### src/sv/pms_pkg.sv
// Shared constants, codes and types of the partitioned multi-stack block.
package pms_pkg;

	localparam int MEM_DEPTH  = 64;
	localparam int MAX_STACKS = 10;

	localparam int WORD_W  = 32;
	localparam int KIND_W  = 2;
	localparam int SN_W    = 4;
	localparam int STAT_W  = 3;
	localparam int CNT_W   = 4;
	localparam int TW_W    = 7;
	localparam int ADDR_W  = $clog2(MEM_DEPTH);
	localparam int FILL_W  = $clog2(MEM_DEPTH + 1);
	localparam int PROD_W  = SN_W + FILL_W;
	localparam int SIDX_W  = (MAX_STACKS > 1) ? $clog2(MAX_STACKS) : 1;
	localparam int PADDR_W = 3;
	localparam int PDATA_W = 32;
	localparam int STEP_W  = $clog2(TW_W);

	typedef enum logic [KIND_W-1:0] {
		KIND_PUSH = 2'd0,
		KIND_POP  = 2'd1,
		KIND_LIST = 2'd2,
		KIND_NONE = 2'd3
	} kind_t;

	typedef enum logic [STAT_W-1:0] {
		STAT_PUSHED    = 3'd0,
		STAT_OVERFLOW  = 3'd1,
		STAT_POPPED    = 3'd2,
		STAT_UNDERFLOW = 3'd3,
		STAT_EMPTY     = 3'd4,
		STAT_LISTED    = 3'd5,
		STAT_BAD       = 3'd6
	} status_t;

	typedef enum logic [0:0] {
		REG_STACK_COUNT = 1'b0,
		REG_TOTAL_WORDS = 1'b1
	} reg_idx_t;

	typedef enum logic [1:0] {
		S_IDLE,
		S_EXEC,
		S_LIST,
		S_DIV
	} state_t;

	typedef struct packed {
		logic             start;
		logic [TW_W-1:0]  num;
		logic [CNT_W-1:0] den;
	} div_req_t;

endpackage

### src/sv/pms_ram.sv
// Generic single-port synchronous RAM with registered read data.
module pms_ram #(
	parameter int WIDTH = 32,
	parameter int DEPTH = 64
) (
	input  logic                     clk,
	input  logic                     we,
	input  logic [$clog2(DEPTH)-1:0] addr,
	input  logic [WIDTH-1:0]         wdata,
	output logic [WIDTH-1:0]         rdata
);

	logic [WIDTH-1:0] mem [DEPTH];

	always_ff @(posedge clk) begin
		if (we) begin
			mem[addr] <= wdata;
		end
		rdata <= mem[addr];
	end

endmodule

### src/sv/pms_seg_div.sv
// Bit-serial restoring divider that works out the segment length per stack.
module pms_seg_div (
	input  logic                       clk,
	input  logic                       arst_n,
	input  pms_pkg::div_req_t          req,
	output logic                       done,
	output logic [pms_pkg::TW_W-1:0]   quot
);
	import pms_pkg::*;

	logic              run_q;
	logic              done_q;
	logic [STEP_W-1:0] step_q;
	logic [TW_W-1:0]   num_q;
	logic [CNT_W-1:0]  den_q;
	logic [CNT_W-1:0]  rem_q;
	logic [CNT_W:0]    trial;
	logic              ge;

	// One quotient bit per cycle; the quotient shifts into the dividend register.
	assign trial = {rem_q, num_q[TW_W-1]};
	assign ge    = (trial >= {1'b0, den_q});

	always_ff @(posedge clk or negedge arst_n) begin
		if (!arst_n) begin
			run_q  <= 1'b0;
			done_q <= 1'b0;
			step_q <= '0;
		end else begin
			done_q <= 1'b0;
			if (req.start) begin
				run_q  <= 1'b1;
				step_q <= '0;
			end else if (run_q) begin
				step_q <= step_q + 1'b1;
				if (step_q == STEP_W'(TW_W - 1)) begin
					run_q  <= 1'b0;
					done_q <= 1'b1;
				end
			end
		end
	end

	always_ff @(posedge clk) begin
		if (req.start) begin
			num_q <= req.num;
			den_q <= req.den;
			rem_q <= '0;
		end else if (run_q) begin
			num_q <= {num_q[TW_W-2:0], ge};
			rem_q <= ge ? CNT_W'(trial - {1'b0, den_q}) : trial[CNT_W-1:0];
		end
	end

	assign done = done_q;
	assign quot = num_q;

endmodule

### src/sv/partitioned_multi_stack_core.sv
// Top level of the partitioned multi-stack: stacks in one shared RAM, APB setup.
// Push, pop, bad stack, empty: result strobe registered from the execute state; busy is low with it.
// Display of n entries: one word per cycle from the list state; busy until the last word is read.
// Each word comes from one RAM port access per cycle; results cannot be stalled.
// A register write empties all stacks and repartitions: busy until the divider is done.
// Reset empties all stacks; stored words are undefined until pushed.
module partitioned_multi_stack_core (
	input  logic                                clk,
	input  logic                                arst_n,
	input  logic                                psel,
	input  logic                                penable,
	input  logic                                pwrite,
	input  logic [pms_pkg::PADDR_W-1:0]         paddr,
	input  logic [pms_pkg::PDATA_W-1:0]         pwdata,
	output logic [pms_pkg::PDATA_W-1:0]         prdata,
	output logic                                pready,
	input  logic                                start,
	output logic                                busy,
	input  logic [pms_pkg::KIND_W-1:0]          kind,
	input  logic [pms_pkg::SN_W-1:0]            stack_index,
	input  logic signed [pms_pkg::WORD_W-1:0]   push_value,
	output logic                                strobe,
	output logic [pms_pkg::STAT_W-1:0]          status,
	output logic signed [pms_pkg::WORD_W-1:0]   data_word,
	output logic                                last
);
	import pms_pkg::*;

	state_t            state_q, state_d;
	logic [CNT_W-1:0]  count_q;
	logic [TW_W-1:0]   total_q;
	logic [FILL_W-1:0] seg_q;
	logic [FILL_W-1:0] fill_q [MAX_STACKS];

	kind_t             kind_q;
	logic [SN_W-1:0]   sn_q;
	logic [WORD_W-1:0] val_q;

	logic [ADDR_W-1:0] base_q, base_d;
	logic [FILL_W-1:0] idx_q, idx_d;
	logic [FILL_W-1:0] lcnt_q, lcnt_d;

	logic              stb_q, stb_d;
	status_t           st_q, st_d;
	logic              last_q, last_d;
	logic              rd_q, rd_d;

	logic              cfg_wr;
	reg_idx_t          cfg_idx;
	logic [CNT_W-1:0]  count_nx, count_eff;
	logic [TW_W-1:0]   total_nx, total_eff;
	div_req_t          div_req;
	logic              div_done;
	logic [TW_W-1:0]   div_quot;

	logic [SIDX_W-1:0] sidx;
	logic [FILL_W-1:0] fill_raw, fill_eff;
	logic [PROD_W-1:0] base_full, top_sum;
	logic [CNT_W-1:0]  live_eff;
	logic              bad;
	logic              fill_we;
	logic [FILL_W-1:0] fill_wdata;

	logic              ram_we;
	logic [ADDR_W-1:0] ram_addr;
	logic [WORD_W-1:0] ram_rdata;

	// Configuration port.
	assign pready  = 1'b1;
	assign cfg_wr  = psel && penable && pwrite && pready;
	assign cfg_idx = reg_idx_t'(paddr[2]);

	always_comb begin
		unique case (reg_idx_t'(paddr[2]))
			REG_STACK_COUNT: prdata = PDATA_W'(count_q);
			REG_TOTAL_WORDS: prdata = PDATA_W'(total_q);
		endcase
	end

	// Values the registers hold after this cycle, clamped for the divider.
	always_comb begin
		count_nx = count_q;
		total_nx = total_q;
		if (cfg_wr) begin
			unique case (cfg_idx)
				REG_STACK_COUNT: count_nx = pwdata[CNT_W-1:0];
				REG_TOTAL_WORDS: total_nx = pwdata[TW_W-1:0];
			endcase
		end
		count_eff = count_nx;
		if (count_nx == '0) begin
			count_eff = CNT_W'(1);
		end else if (int'(count_nx) > MAX_STACKS) begin
			count_eff = CNT_W'(MAX_STACKS);
		end
		total_eff = total_nx;
		if (total_nx == '0) begin
			total_eff = TW_W'(1);
		end else if (int'(total_nx) > MEM_DEPTH) begin
			total_eff = TW_W'(MEM_DEPTH);
		end
	end

	assign div_req.start = cfg_wr;
	assign div_req.num   = total_eff;
	assign div_req.den   = count_eff;

	pms_seg_div u_div (
		.clk    (clk),
		.arst_n (arst_n),
		.req    (div_req),
		.done   (div_done),
		.quot   (div_quot)
	);

	// Effective stack count for the bad-stack check.
	always_comb begin
		live_eff = count_q;
		if (count_q == '0) begin
			live_eff = CNT_W'(1);
		end else if (int'(count_q) > MAX_STACKS) begin
			live_eff = CNT_W'(MAX_STACKS);
		end
	end

	assign bad       = (sn_q >= live_eff) || (int'(sn_q) >= MAX_STACKS);
	assign sidx      = sn_q[SIDX_W-1:0];
	assign fill_raw  = bad ? '0 : fill_q[sidx];
	assign fill_eff  = (fill_raw > seg_q) ? seg_q : fill_raw;
	assign base_full = PROD_W'(sn_q) * PROD_W'(seg_q);
	assign top_sum   = base_full + PROD_W'(fill_eff);

	always_comb begin
		state_d    = state_q;
		base_d     = base_q;
		idx_d      = idx_q;
		lcnt_d     = lcnt_q;
		stb_d      = 1'b0;
		st_d       = STAT_PUSHED;
		last_d     = 1'b1;
		rd_d       = 1'b0;
		ram_we     = 1'b0;
		ram_addr   = ADDR_W'(base_q + ADDR_W'(idx_q));
		fill_we    = 1'b0;
		fill_wdata = fill_eff;

		unique case (state_q)
			S_IDLE: begin
				if (start) begin
					state_d = S_EXEC;
				end
			end
			S_EXEC: begin
				state_d = S_IDLE;
				if (kind_q != KIND_NONE && bad) begin
					stb_d = 1'b1;
					st_d  = STAT_BAD;
				end else begin
					unique case (kind_q)
						KIND_PUSH: begin
							stb_d = 1'b1;
							if (fill_eff >= seg_q || int'(top_sum) >= MEM_DEPTH) begin
								st_d = STAT_OVERFLOW;
							end else begin
								st_d       = STAT_PUSHED;
								ram_we     = 1'b1;
								ram_addr   = top_sum[ADDR_W-1:0];
								fill_we    = 1'b1;
								fill_wdata = fill_eff + 1'b1;
							end
						end
						KIND_POP: begin
							stb_d = 1'b1;
							if (fill_eff == '0) begin
								st_d = STAT_UNDERFLOW;
							end else begin
								st_d       = STAT_POPPED;
								rd_d       = 1'b1;
								ram_addr   = ADDR_W'(top_sum - 1'b1);
								fill_we    = 1'b1;
								fill_wdata = fill_eff - 1'b1;
							end
						end
						KIND_LIST: begin
							if (fill_eff == '0) begin
								stb_d = 1'b1;
								st_d  = STAT_EMPTY;
							end else begin
								state_d = S_LIST;
								base_d  = base_full[ADDR_W-1:0];
								idx_d   = '0;
								lcnt_d  = fill_eff;
							end
						end
						KIND_NONE: begin
						end
					endcase
				end
			end
			S_LIST: begin
				// One word read per cycle; its strobe follows with the read data.
				stb_d  = 1'b1;
				st_d   = STAT_LISTED;
				rd_d   = 1'b1;
				last_d = (idx_q + 1'b1 == lcnt_q);
				idx_d  = idx_q + 1'b1;
				if (last_d) begin
					state_d = S_IDLE;
				end
			end
			S_DIV: begin
				if (div_done) begin
					state_d = S_IDLE;
				end
			end
		endcase

		if (cfg_wr) begin
			state_d = S_DIV;
		end
	end

	always_ff @(posedge clk or negedge arst_n) begin
		if (!arst_n) begin
			state_q <= S_IDLE;
			count_q <= CNT_W'(1);
			total_q <= TW_W'(64);
			seg_q   <= FILL_W'(MEM_DEPTH);
			stb_q   <= 1'b0;
			for (int i = 0; i < MAX_STACKS; i++) begin
				fill_q[i] <= '0;
			end
		end else begin
			state_q <= state_d;
			count_q <= count_nx;
			total_q <= total_nx;
			stb_q   <= stb_d;
			if (div_done) begin
				seg_q <= FILL_W'(div_quot);
			end
			if (cfg_wr) begin
				for (int i = 0; i < MAX_STACKS; i++) begin
					fill_q[i] <= '0;
				end
			end else if (fill_we) begin
				fill_q[sidx] <= fill_wdata;
			end
		end
	end

	always_ff @(posedge clk) begin
		if (start && !busy) begin
			kind_q <= kind_t'(kind);
			sn_q   <= stack_index;
			val_q  <= push_value;
		end
		base_q <= base_d;
		idx_q  <= idx_d;
		lcnt_q <= lcnt_d;
		st_q   <= st_d;
		last_q <= last_d;
		rd_q   <= rd_d;
	end

	pms_ram #(
		.WIDTH (WORD_W),
		.DEPTH (MEM_DEPTH)
	) u_words (
		.clk   (clk),
		.we    (ram_we),
		.addr  (ram_addr),
		.wdata (val_q),
		.rdata (ram_rdata)
	);

	assign busy      = (state_q != S_IDLE);
	assign strobe    = stb_q;
	assign status    = st_q;
	assign last      = last_q;
	assign data_word = rd_q ? ram_rdata : '0;

endmodule

### config.mk
export PLATFORM = sky130hd
export DESIGN_NAME = partitioned_multi_stack_core
export DESIGN_NICKNAME = d
export VERILOG_FILES = /design/src/sv/pms_pkg.sv /design/src/sv/pms_ram.sv /design/src/sv/pms_seg_div.sv /design/src/sv/partitioned_multi_stack_core.sv
export SDC_FILE = /design/constraint.sdc
export NUM_CORES = 2
export LEC_CHECK = 0
export BUFFER_PORTS_ARGS = -buffer_cell sky130_fd_sc_hd__buf_2
export CAP_MARGIN = 20
export CORE_MARGIN = 5
export CORE_UTILIZATION = 40
export DETAILED_ROUTE_END_ITERATION = 16
export PLACE_DENSITY_LB_ADDON = 0.05
export SETUP_SLACK_MARGIN = 0.3
export SYNTH_ARGS = -nofsm -noshare
export SYNTH_HDL_FRONTEND = slang
export SYNTH_SLANG_ARGS = --single-unit
### constraint.sdc
create_clock -name clk -period 11.65 [get_ports clk]
set_input_delay 2.9125 -clock clk [delete_from_list [all_inputs] [get_ports clk]]
set_output_delay 2.9125 -clock clk [all_outputs]
set_load 0.1 [all_outputs]
==> summary.md <==
| Metric | Value |
|---|---|
| Status | `finished clean` |
| Layout Utilization | `45.6%` |
| Initial antenna violation count | `23` |
| Comb power frac | `32.8%` |
| Clk pin slew, worst setup/hold paths | `70 ps` |
| Worst setup SP type | `flop` |
| Clock Skew | `50.9 ps` |
| Met1 wire length | `124000 um` |
| R2R depth | `29` |
| Part of the cycle the worst path needs | `89.3%` |
| DRC errors left | `0` |
| CTS Buf Count | `239` |
| GRT Util Overall | `23.6%` |
| Critical path peak fanout | `18` |
| I/O pins | `150` |
| Worst skew pair latency | `880 ps` |
| Hold Buf Count CTS | `0` |
| Register area share after synthesis | `73.2%` |
| Via count | `58200` |
| PwrDens | `245 nW/um^2` |
| Crit path depth | `29` |
| Max Used Layer | `met5` |
| Internal power | `0.0158 W` |
| Final setup TNS | `0 ps` |
| Achievable frequency | `96.2 MHz` |
| Nets | `7593` |
| Slew Limit Headroom | `25.9%` |
| Worst vdd ir | `288 uV` |
| Asr flop ratio synth | `4.26%` |
| Worst setup startpoint | `count_q[3]` |
| Post_cts resized | `0` |
| Leak | `36.2 nW` |
| Chip Height | `487 um` |
| Power share of the clock group | `29.5%` |
| Synthesis Warnings | `0` |
| Drt first pass iters | `5` |
| Worst EP arrival | `11150 ps` |
| DR WL met2 | `138000 um` |
| Met3 wire len | `16700 um` |
| Clock sinks | `2254` |
| Chip width | `487 um` |
| Grt total ovfl | `0` |
| Cell Area, Synth | `91200 um^2` |
| Type of the worst min-delay path | `flop to flop` |
| Netlist cell types | `83` |
| First-pass GRT wire length | `409000 um` |
| Root Driver | `clkbuf_16` |
| Post-synth EDFFs | `2117` |
| CTS tree | `yes` |
| WL per Instance | `26.7 um` |
| Switching pwr | `0.00959 W` |
| Dominant synthesized flop cell | `edfxtp_1` |
| PortBufs | `96` |
| Max Root-Sink Buffers | `3` |
| Most frequent CP cell | `ha_1` |
| Number of buffers and inverters on the critical path | `3` |
| Max Slew Vio Count | `0` |
| Endpoint type of the worst setup path | `flop` |
| Routability cong. | `0.789` |
| WS Path Type | `flop to flop` |
| Post-DRT Antenna Nets | `0` |
| Switch share | `37.8%` |
| Cell Rows | `175` |
| Initial core utilization | `40.2%` |
| Final std cells w/o fill | `10700` |
| RSZ-0062 raised after global routing | `false` |
| CP top delay family | `simple AND/OR/NAND/NOR gates` |
| Syn Inst Count | `7331` |
| Placed cell area | `95800 um^2` |
| Max-Cap Viols | `0` |
| Vias per std cell | `5.44` |
| R2r startpoint | `count_q[3]` |
| Area Overhead vs Synth | `13.6%` |
| Fillers | `20500` |
| Setup Buffers After CTS | `0` |
| Post-DP HPWL | `160000 um` |
| Average cell area after synthesis | `12.4 um^2` |
| DRT iter0 DRCs | `5673` |
| Vias in the first global route | `56200` |
| Pin count of the biggest net entering global routing | `182` |
| Hold WS | `469 ps` |
| Seq pwr share | `37.7%` |
| Depth of the CTS H-tree | `4` |
| Final instance area | `104000 um^2` |
| Critical path's largest stage delay | `880 ps` |
| Worst Path Required | `12400 ps` |
| Full die area | `238000 um^2` |
| Final Hold Fails | `0` |
| Core ar. | `227000 um^2` |
| Inst Count DP | `10200` |
| Post-Route WL | `285000 um` |
| Critical R2R Capture | `u_words.rdata[3]` |
| Min Tclk post-route | `10400 ps` |
| Setup crit end | `u_words.rdata[3]` |
| Slowest cell on crit path | `a221oi_2` |
| Layout cells sized above 1 | `9.95%` |
| Yosys reg bits | `2254` |
| Final setup fails | `0` |
| Worst slew pin tran | `1110 ps` |
| Flop2flop setup slack | `1250 ps` |
-- flip-flops by register name, indices dropped and copies added, names as in the netlist, 4 cells and up --
signal / count
u_words.mem: 2048
fill_q: 70
u_words.rdata: 32
val_q: 32
idx_q: 7
lcnt_q: 7
seg_q: 7
total_q: 7
u_div.quot: 7
base_q: 6
count_q: 4
sidx: 4
u_div.den_q: 4
u_div.rem_q: 4
-- power by group through the flow --
| stage | logic [W] | registers [W] | clock network (W) |
|---|---|---|---|
| 6_report | 0.00832 | 0.00955 | 0.00747 |
| 4_1_cts | 0.00841 | 0.00956 | 0.00763 |
| 3_3_place_gp | 0.00835 | 0.00973 | 0 |
| 5_1_grt | 0.00914 | 0.00956 | 0.00797 |
| 3_5_place_dp | 0.00839 | 0.00973 | 0 |
| 2_1_floorplan | 0.00537 | 0.00977 | 0 |
-- cell usage after synthesis, types with 6 or more instances --
master,count,area (um^2)
fa_1,13,260
a211oi_1,6,45.0
nand4_1,139,870
mux2_2,14,158
clkbuf_1,235,882
xor2_1,16,140
nand2_1,2184,8200
edfxtp_1,2117,63600
mux2i_1,35,350
nor2_1,151,567
a21o_1,8,60.1
buf_1,30,113
nand3_1,1542,7720
mux4_2,10,225
and2_1,58,363
xnor2_1,17,149
buf_4,32,240
o21ai_0,107,536
nor3_1,12,60.1
or4_1,31,233
a21oi_1,26,130
buf_6,27,304
nand2b_1,15,93.8
dfrtp_1,93,2330
ha_1,60,751
o21a_1,11,82.6
inv_1,53,199
o21ai_1,10,50.1
buf_2,126,631
a22oi_1,6,45.0
o211ai_1,7,52.6
dfxtp_1,41,821
-- stage by stage --
stage / setup WS [ps] / power (W)
2_1_floorplan: 2460 / 0.0151
3_3_place_gp: 1350 / 0.0181
3_5_place_dp: 1350 / 0.0181
4_1_cts: 1340 / 0.0256
5_1_grt: 725 / 0.0267
6_report: 1250 / 0.0253
-- routing by layer --
layer / GRT usage [%] / vias to the layer above
met3: 3.51 / 329
met5: 0 / -
met1: 33.0 / 29600
li1: - / 26600
met2: 39.2 / 1682
met4: 5.62 / 4
-- final cells by class --
cell class / instances / area, um^2 / area share [%]
well taps: 3009 / 3760 / 3.64
inverters: 53 / 199 / 0.192
multi-input cells: 4598 / 22700 / 21.9
repair buffers: 295 / 2350 / 2.27
flip-flops and latches: 2254 / 66800 / 64.5
diodes: 25 / 62.6 / 0.0604
clock inverters: 111 / 1060 / 1.02
clock buffers: 340 / 6590 / 6.37
-- how the worst min path moves through the flow --
| stage | cells after the start | start | endpoint |
|---|---|---|---|
| 4_1_cts | 2 | u_div.rem_q[3] | u_div.rem_q[3] |
| 3_5_place_dp | 2 | u_div.rem_q[3] | u_div.rem_q[3] |
| 5_1_grt | 2 | fill_q[57] | fill_q[57] |
| 3_3_place_gp | 2 | fill_q[36] | fill_q[36] |
| 2_1_floorplan | 2 | fill_q[17] | fill_q[17] |
| 6_report | 2 | u_div.rem_q[3] | u_div.rem_q[3] |
-- cells by family after synthesis --
kind of cell             after synthesis  synth area share, %
AO/OA/AOI/OAI                        234                 1.72
XOR/XNOR                              33                0.317
adder cells (fa/ha/maj)               74                 1.12
buffers and inverters                503                 2.60
flip-flops                          2254                 73.2
multiplexers                          60                0.820
other                                  2              0.00824
AND/OR/NAND/NOR                     4171                 20.2
-- layout by cell type, fill, tap and decap left out, drive strengths merged, types with 12 or more instances in the layout --
cell type,synthesis,layout
nand2,2184,2184
edfxtp,2117,2117
nand3,1542,1542
clkbuf,235,340
buf,215,295
nor2,153,153
nand4,139,139
o21ai,117,117
dfrtp,93,93
clkinv,0,88
ha,60,60
inv,53,59
and2,58,58
dfxtp,41,41
mux2i,35,35
or4,32,32
a21oi,26,26
conb,2,26
diode,0,25
xnor2,17,17
xor2,16,16
nand2b,16,16
bufinv,0,15
mux2,15,15
fa,13,13
nor3,12,12
-- worst min-delay path: stages (launching register included) --
cell      delay [ps]
dfxtp_1          310
nand2b_1          60
a21oi_1           50
No activity file was read; power rests on OpenSTA's default activity.
